[config.mk]
export PLATFORM = sky130hd
export DESIGN_NAME = qlte_ctrl
export DESIGN_NICKNAME = d
export VERILOG_FILES = /design/src/rtl/qlte_pkg.sv /design/src/rtl/qlte_ctrl.sv
export SDC_FILE = /design/constraint.sdc
export NUM_CORES = 1
export LEC_CHECK = 0
export BUFFER_PORTS_ARGS = -buffer_cell sky130_fd_sc_hd__buf_4
export CAP_MARGIN = 20
export CORE_MARGIN = 5
export CORE_UTILIZATION = 50
export DETAILED_ROUTE_END_ITERATION = 6
export PLACE_DENSITY = 0.78
export SKIP_CTS_REPAIR_TIMING = 1
export SYNTH_ARGS = -nofsm -noshare
export SYNTH_HDL_FRONTEND = slang
export SYNTH_SLANG_ARGS = --single-unit
export TNS_END_PERCENT = 10
[constraint.sdc]
create_clock -name i_clk -period 1.6 [get_ports i_clk]
set_input_delay 0.24 -clock i_clk [delete_from_list [all_inputs] [get_ports i_clk]]
set_output_delay 0.24 -clock i_clk [all_outputs]
set_load 0.03 [all_outputs]
[src/rtl/qlte_pkg.sv]
// shared types and constants for the q-learning table engine
`timescale 1ns / 1ps

package qlte_pkg;

    localparam int DW  = 32;   // table value width, signed q16.16
    localparam int IW  = 9;    // state index width
    localparam int AXW = 3;    // action field width
    localparam int RW  = 16;   // rate and coefficient width, q0.16
    localparam int CIW = 3;    // config index width
    localparam int CDW = 32;   // config data width

    localparam logic [DW-1:0] INIT_VALUE = 32'h0000_8000;
    localparam logic [31:0]   LFSR_MASK  = 32'hA300_0000;

    localparam logic [6:0] REROLL_PERCENT = 7'd70;
    localparam logic [6:0] REROLL_SCALE   = 7'd100;

    // register reset values
    localparam logic [RW-1:0]  RST_LEARN_RATE    = 16'd9830;
    localparam logic [RW-1:0]  RST_DISCOUNT      = 16'd58982;
    localparam logic [RW-1:0]  RST_EXPLORE_FLOOR = 16'd3277;
    localparam logic [RW-1:0]  RST_EXPLORE_DECAY = 16'd65470;
    localparam logic [RW-1:0]  RST_EXPLORE_START = 16'd26214;
    localparam logic [CDW-1:0] RST_RNG_SEED      = 32'd1;

    // register indexes
    localparam logic [CIW-1:0] REG_LEARN_RATE    = 3'd0;
    localparam logic [CIW-1:0] REG_DISCOUNT      = 3'd1;
    localparam logic [CIW-1:0] REG_EXPLORE_FLOOR = 3'd2;
    localparam logic [CIW-1:0] REG_EXPLORE_DECAY = 3'd3;
    localparam logic [CIW-1:0] REG_EXPLORE_START = 3'd4;
    localparam logic [CIW-1:0] REG_RNG_SEED      = 3'd5;

    typedef struct packed {
        logic load;          // latch a new item
        logic idx_reduce;    // fold state indexes into range
        logic rng_step;      // advance the lfsr by half a draw
        logic explore_test;  // record explore decision
        logic pick_action;   // record a random action
        logic rd_en;         // table read
        logic rd_row_next;   // read from the next-state row
        logic rd_old;        // read the entry being updated
        logic scan;          // fold read data into running maximum
        logic scan_arg;      // keep the argmax as chosen action
        logic mul_g;         // capture old value and discounted maximum
        logic mul_d;         // scaled temporal difference
        logic write_new;     // saturate and write back
        logic decay;         // decay exploration rate, count update
        logic clr_step;      // one entry of the fill sweep
    } t_dp_cmd;

    typedef struct packed {
        logic is_update;
        logic act_ok;
        logic idx_big;
        logic explore_hit;
        logic action_last;
        logic reroll_hit;
        logic clr_last;
    } t_dp_status;

endpackage

[src/rtl/qlte_ctrl.sv]
// sequencer of the q-learning table engine
`timescale 1ns / 1ps

module qlte_ctrl
    import qlte_pkg::*;
#(
    parameter int ACTION_COUNT = 5,
    parameter int MAX_REROLLS  = 4,
    parameter int CW           = 3
) (
    input  logic          i_clk,
    input  logic          i_rst_n,
    input  logic          i_start,
    input  t_dp_status    i_status,
    output t_dp_cmd       o_cmd,
    output logic [CW-1:0] o_col,
    output logic          o_busy,
    output logic          o_done
);

    localparam int RRW = $clog2(MAX_REROLLS + 2);

    localparam logic [3:0] S_CLEAR = 4'd0;
    localparam logic [3:0] S_IDLE  = 4'd1;
    localparam logic [3:0] S_MOD   = 4'd2;
    localparam logic [3:0] S_DRAW1 = 4'd3;
    localparam logic [3:0] S_DRAW2 = 4'd4;
    localparam logic [3:0] S_EVAL  = 4'd5;
    localparam logic [3:0] S_SCAN  = 4'd6;
    localparam logic [3:0] S_OLD   = 4'd7;
    localparam logic [3:0] S_OLDW  = 4'd8;
    localparam logic [3:0] S_MULD  = 4'd9;
    localparam logic [3:0] S_WRITE = 4'd10;
    localparam logic [3:0] S_DECAY = 4'd11;
    localparam logic [3:0] S_DONE  = 4'd12;

    // what the pending draw is for
    localparam logic [1:0] K_TEST   = 2'd0;
    localparam logic [1:0] K_ACT    = 2'd1;
    localparam logic [1:0] K_REROLL = 2'd2;

    logic [3:0]     r_state, n_state;
    logic [1:0]     r_kind, n_kind;
    logic [CW-1:0]  r_cnt, n_cnt;
    logic [RRW-1:0] r_rerolls, n_rerolls;

    always_ff @(posedge i_clk) begin
        if (!i_rst_n) begin
            r_state   <= S_CLEAR;
            r_kind    <= K_TEST;
            r_cnt     <= '0;
            r_rerolls <= '0;
        end else begin
            r_state   <= n_state;
            r_kind    <= n_kind;
            r_cnt     <= n_cnt;
            r_rerolls <= n_rerolls;
        end
    end

    always_comb begin
        n_state   = r_state;
        n_kind    = r_kind;
        n_cnt     = r_cnt;
        n_rerolls = r_rerolls;
        o_cmd     = '0;
        o_col     = r_cnt;

        case (r_state)
            S_CLEAR: begin
                o_cmd.clr_step = 1'b1;
                if (i_status.clr_last) begin
                    n_state = S_IDLE;
                end
            end
            S_IDLE: begin
                if (i_start) begin
                    o_cmd.load = 1'b1;
                    n_state    = S_MOD;
                end
            end
            S_MOD: begin
                o_cmd.idx_reduce = 1'b1;
                if (!i_status.idx_big) begin
                    n_cnt = '0;
                    if (i_status.is_update) begin
                        n_state = i_status.act_ok ? S_SCAN : S_DECAY;
                    end else begin
                        n_kind    = K_TEST;
                        n_rerolls = '0;
                        n_state   = S_DRAW1;
                    end
                end
            end
            S_DRAW1: begin
                o_cmd.rng_step = 1'b1;
                n_state        = S_DRAW2;
            end
            S_DRAW2: begin
                o_cmd.rng_step = 1'b1;
                n_state        = S_EVAL;
            end
            S_EVAL: begin
                case (r_kind)
                    K_TEST: begin
                        o_cmd.explore_test = 1'b1;
                        if (i_status.explore_hit) begin
                            n_kind  = K_ACT;
                            n_state = S_DRAW1;
                        end else begin
                            n_state = S_SCAN;
                        end
                    end
                    K_ACT: begin
                        o_cmd.pick_action = 1'b1;
                        if (i_status.action_last && r_rerolls < RRW'(MAX_REROLLS)) begin
                            n_kind  = K_REROLL;
                            n_state = S_DRAW1;
                        end else begin
                            n_state = S_DONE;
                        end
                    end
                    K_REROLL: begin
                        if (i_status.reroll_hit) begin
                            n_kind    = K_ACT;
                            n_rerolls = r_rerolls + RRW'(1);
                            n_state   = S_DRAW1;
                        end else begin
                            n_state = S_DONE;
                        end
                    end
                    default: begin
                        n_state = S_DONE;
                    end
                endcase
            end
            S_SCAN: begin
                // read one column a cycle, compare the column read the cycle before
                o_cmd.rd_row_next = i_status.is_update;
                o_cmd.scan_arg    = !i_status.is_update;
                o_cmd.scan        = r_cnt != '0;
                if (r_cnt < CW'(ACTION_COUNT)) begin
                    o_cmd.rd_en = 1'b1;
                    n_cnt       = r_cnt + CW'(1);
                end else begin
                    n_state = i_status.is_update ? S_OLD : S_DONE;
                end
            end
            S_OLD: begin
                o_cmd.rd_en  = 1'b1;
                o_cmd.rd_old = 1'b1;
                n_state      = S_OLDW;
            end
            S_OLDW: begin
                o_cmd.mul_g = 1'b1;
                n_state     = S_MULD;
            end
            S_MULD: begin
                o_cmd.mul_d = 1'b1;
                n_state     = S_WRITE;
            end
            S_WRITE: begin
                o_cmd.write_new = 1'b1;
                n_state         = S_DECAY;
            end
            S_DECAY: begin
                o_cmd.decay = 1'b1;
                n_state     = S_DONE;
            end
            S_DONE: begin
                n_state = S_IDLE;
            end
            default: begin
                n_state = S_IDLE;
            end
        endcase
    end

    assign o_busy = r_state != S_IDLE;
    assign o_done = r_state == S_DONE;

endmodule

==> metrics <==
critical path class reg -> out; Port Buf Inserts 29; routed vias 1,114; core area 1940 sq um; Sink Count 12; crit-path max FO 4; status finished, violations left; Final HPWL DP 2.11 mm; register area share after synthesis 23.9%; GP Congestion 0.761; max_cap viols 0; CTS Root Cell clkbuf_4; Cell Rows 16; relative slew slack 77.1%; CP max stage cell or3b_4; Initial Util 51.7%; Slew @ Worst Pin 344 ps; synth warn 0; setup slack after placement 30.0 ps; Residual DRC 0; Die Y-Extent 54.8 um; vias in the first global route 988; CP Buf/Inv Count 1; drt total wl 2.79 mm; worst-skew pair later-pin latency 270 ps; Area after DPL 1330 sq um; antenna violations before repair 0; wire per inst 13.9 um; TritonCTS clock tree yes; share of layout cells above drive strength 1 40.2%; worst-case clock buffer depth 2; Area Overhead vs Synth 44.6%; Finished Layout Cells 201; Synth Flop Type dfxtp_1; die area 3000 sq um; Final min period 1720 ps; CP peak stage delay 420 ps; initial drt markers 28; vias per cell 5.54; I/O pin cnt 30; leakage power 0.612 nW; ant diodes 0; CP Capture Type output port; worst r2r src r_kind[0]; Cells after Synth 136; Post-synth EDFFs 0; Critical path origin r_state[3]; crit path DAT 1480 ps; design area 1450 sq um; fin. max-slew vios 0; final worst path period share 108%; RSZ-0062 raised after global routing true; Synth Net Count 149; Fmax achieved 0.581 GHz; crit start category flop; CP top delay family simple AND/OR/NAND/NOR gates; Die Wd 54.8 um; library cells used by synthesis 43; required time worst endpoint 1360 ps; final hold violation count 0; failing checks negative setup slack; Cell Chain, Critical Path nand2b_4 -> or3b_4 -> a21oi_2 -> buf_6; Mapped Area 1000 sq um; DR pass1 iterations 5; H-tree depth 1; worst vdd ir 542 uV; Final WS setup -123 ps; Async SR Flop Fraction 0%; PwrDens 648 nW/um^2; min-delay src i_rst_n; NumNets Final 188; skew final 5.66 ps; count of endpoints failing setup in the final report 7; first-pass GRT wire length 4.40 mm; gr usage total 20.2%; Clk pin slew, worst setup/hold paths 80 ps; HP Class in -> reg; syn avg cell area 7.38 sq um; synthesis-stage register bit count 12; largest net degree at the start of global routing 19; DP Cell Count 195; Overflow after GRT 0; number of routed nets with antenna violations 0; final core occ 74.7%; CTS Buf Count 3
[cell usage after synthesis (2+ instances only)]
cell type / number / share of area [%]
dfxtp_1: 12 / 24
buf_4: 2 / 1.5
o21ai_0: 7 / 3.5
inv_1: 4 / 1.5
o2bb2ai_1: 2 / 1.7
nor2b_1: 2 / 1.2
nand2_1: 12 / 4.5
nor2_2: 2 / 1.2
nor3_1: 5 / 2.5
nand2b_1: 7 / 4.4
nor2_1: 22 / 8.2
ha_1: 3 / 3.7
nand3_2: 2 / 2.0
o22ai_1: 2 / 1.2
a21oi_1: 8 / 4.0
o21ai_1: 2 / 1.0
a22oi_1: 3 / 2.2
buf_2: 5 / 2.5
nor3b_1: 2 / 1.5
nand3b_1: 2 / 1.5
o21a_1: 2 / 1.5
nor4_1: 2 / 1.2
a211oi_1: 3 / 2.2
and2_1: 2 / 1.2
a31oi_1: 3 / 1.9
[routing by layer]
metal  GRT usage [%]  wire length [um]  up-vias
met5               0                 0        -
met4            6.22                45        0
met2            33.7              1300       39
li1                -                 -      564
met1            26.2              1310      505
met3            3.54               131        6
[cell type report]
type / instances / area, sq um
multi-input cells: 112 / 762
fillers: 154 / 490
repair buffers: 41 / 348
flip-flops and latches: 12 / 253
clock buffers: 4 / 36.3
well taps: 27 / 33.8
inverters: 5 / 18.8
[flip-flops by register name (all words and copies together) (netlist names)]
register / cells
r_rerolls: 3
r_kind: 2
o_col: 3
r_state: 4
[per-stage QoR]
stage / power [W] / hold WS [ps] / setup TNS, ps
2_1_floorplan: 0.000555 / 373 / -891
3_3_place_gp: 0.000674 / 466 / 0
3_5_place_dp: 0.000682 / 468 / 0
4_1_cts: 0.000924 / 223 / -1700
5_1_grt: 0.000992 / 233 / -1170
6_report: 0.000940 / 237 / -461
[worst paths after layout]
check | to | slack (ps) | cells after the start
hold reg to reg | r_rerolls[2] | 480 | 1
setup reg to reg | r_kind[0] | 90 | 5
setup / recovery | o_cmd[6] | -120 | 4
hold / removal | r_kind[0] | 240 | 2
[cells in the final DEF (no fill, tap or decap), drive strengths merged, types with 2 or more instances in the layout]
cell,Yosys,routed
nand2b,7,7
a21oi,8,8
clkbuf,0,4
nor2,24,24
nor3b,2,2
a31oi,3,3
inv,4,4
nand3,3,3
a211oi,3,3
o21a,2,2
a22oi,3,3
ha,3,3
nor4,2,2
dfxtp,12,12
o21ai,9,9
o22ai,2,2
and2,2,2
nand3b,2,2
nand2,12,12
nor2b,2,2
buf,7,41
nor3,6,6
o2bb2ai,2,2
[worst register-to-register path: cells and delay by family, from the launching register on]
family	cells	cell delay [ps]
and+or+nand+nor	2	300
DFF	1	450
buffers and inverters	1	170
AOI/OAI and AO/OA	2	480
[power breakdown]
part           internal (W)  leakage, nW  total, W  switching (W)
clock              0.000138       0.0210  0.000242       0.000104
sequential         0.000310       0.0996  0.000339      0.0000284
combinational      0.000167        0.491  0.000359       0.000192
[cells by family after synthesis]
logic type | count (synthesis) | share of synthesized area, %
and+or+nand+nor | 68 | 38.5
AOI/OAI and AO/OA | 38 | 24.6
buffers and inverters | 12 | 5.86
DFF | 12 | 23.9
adders and majority gates | 3 | 3.74
muxes | 2 | 2.49
xor gates and xnor gates | 1 | 0.873
(Power assumes the default switching activity.)
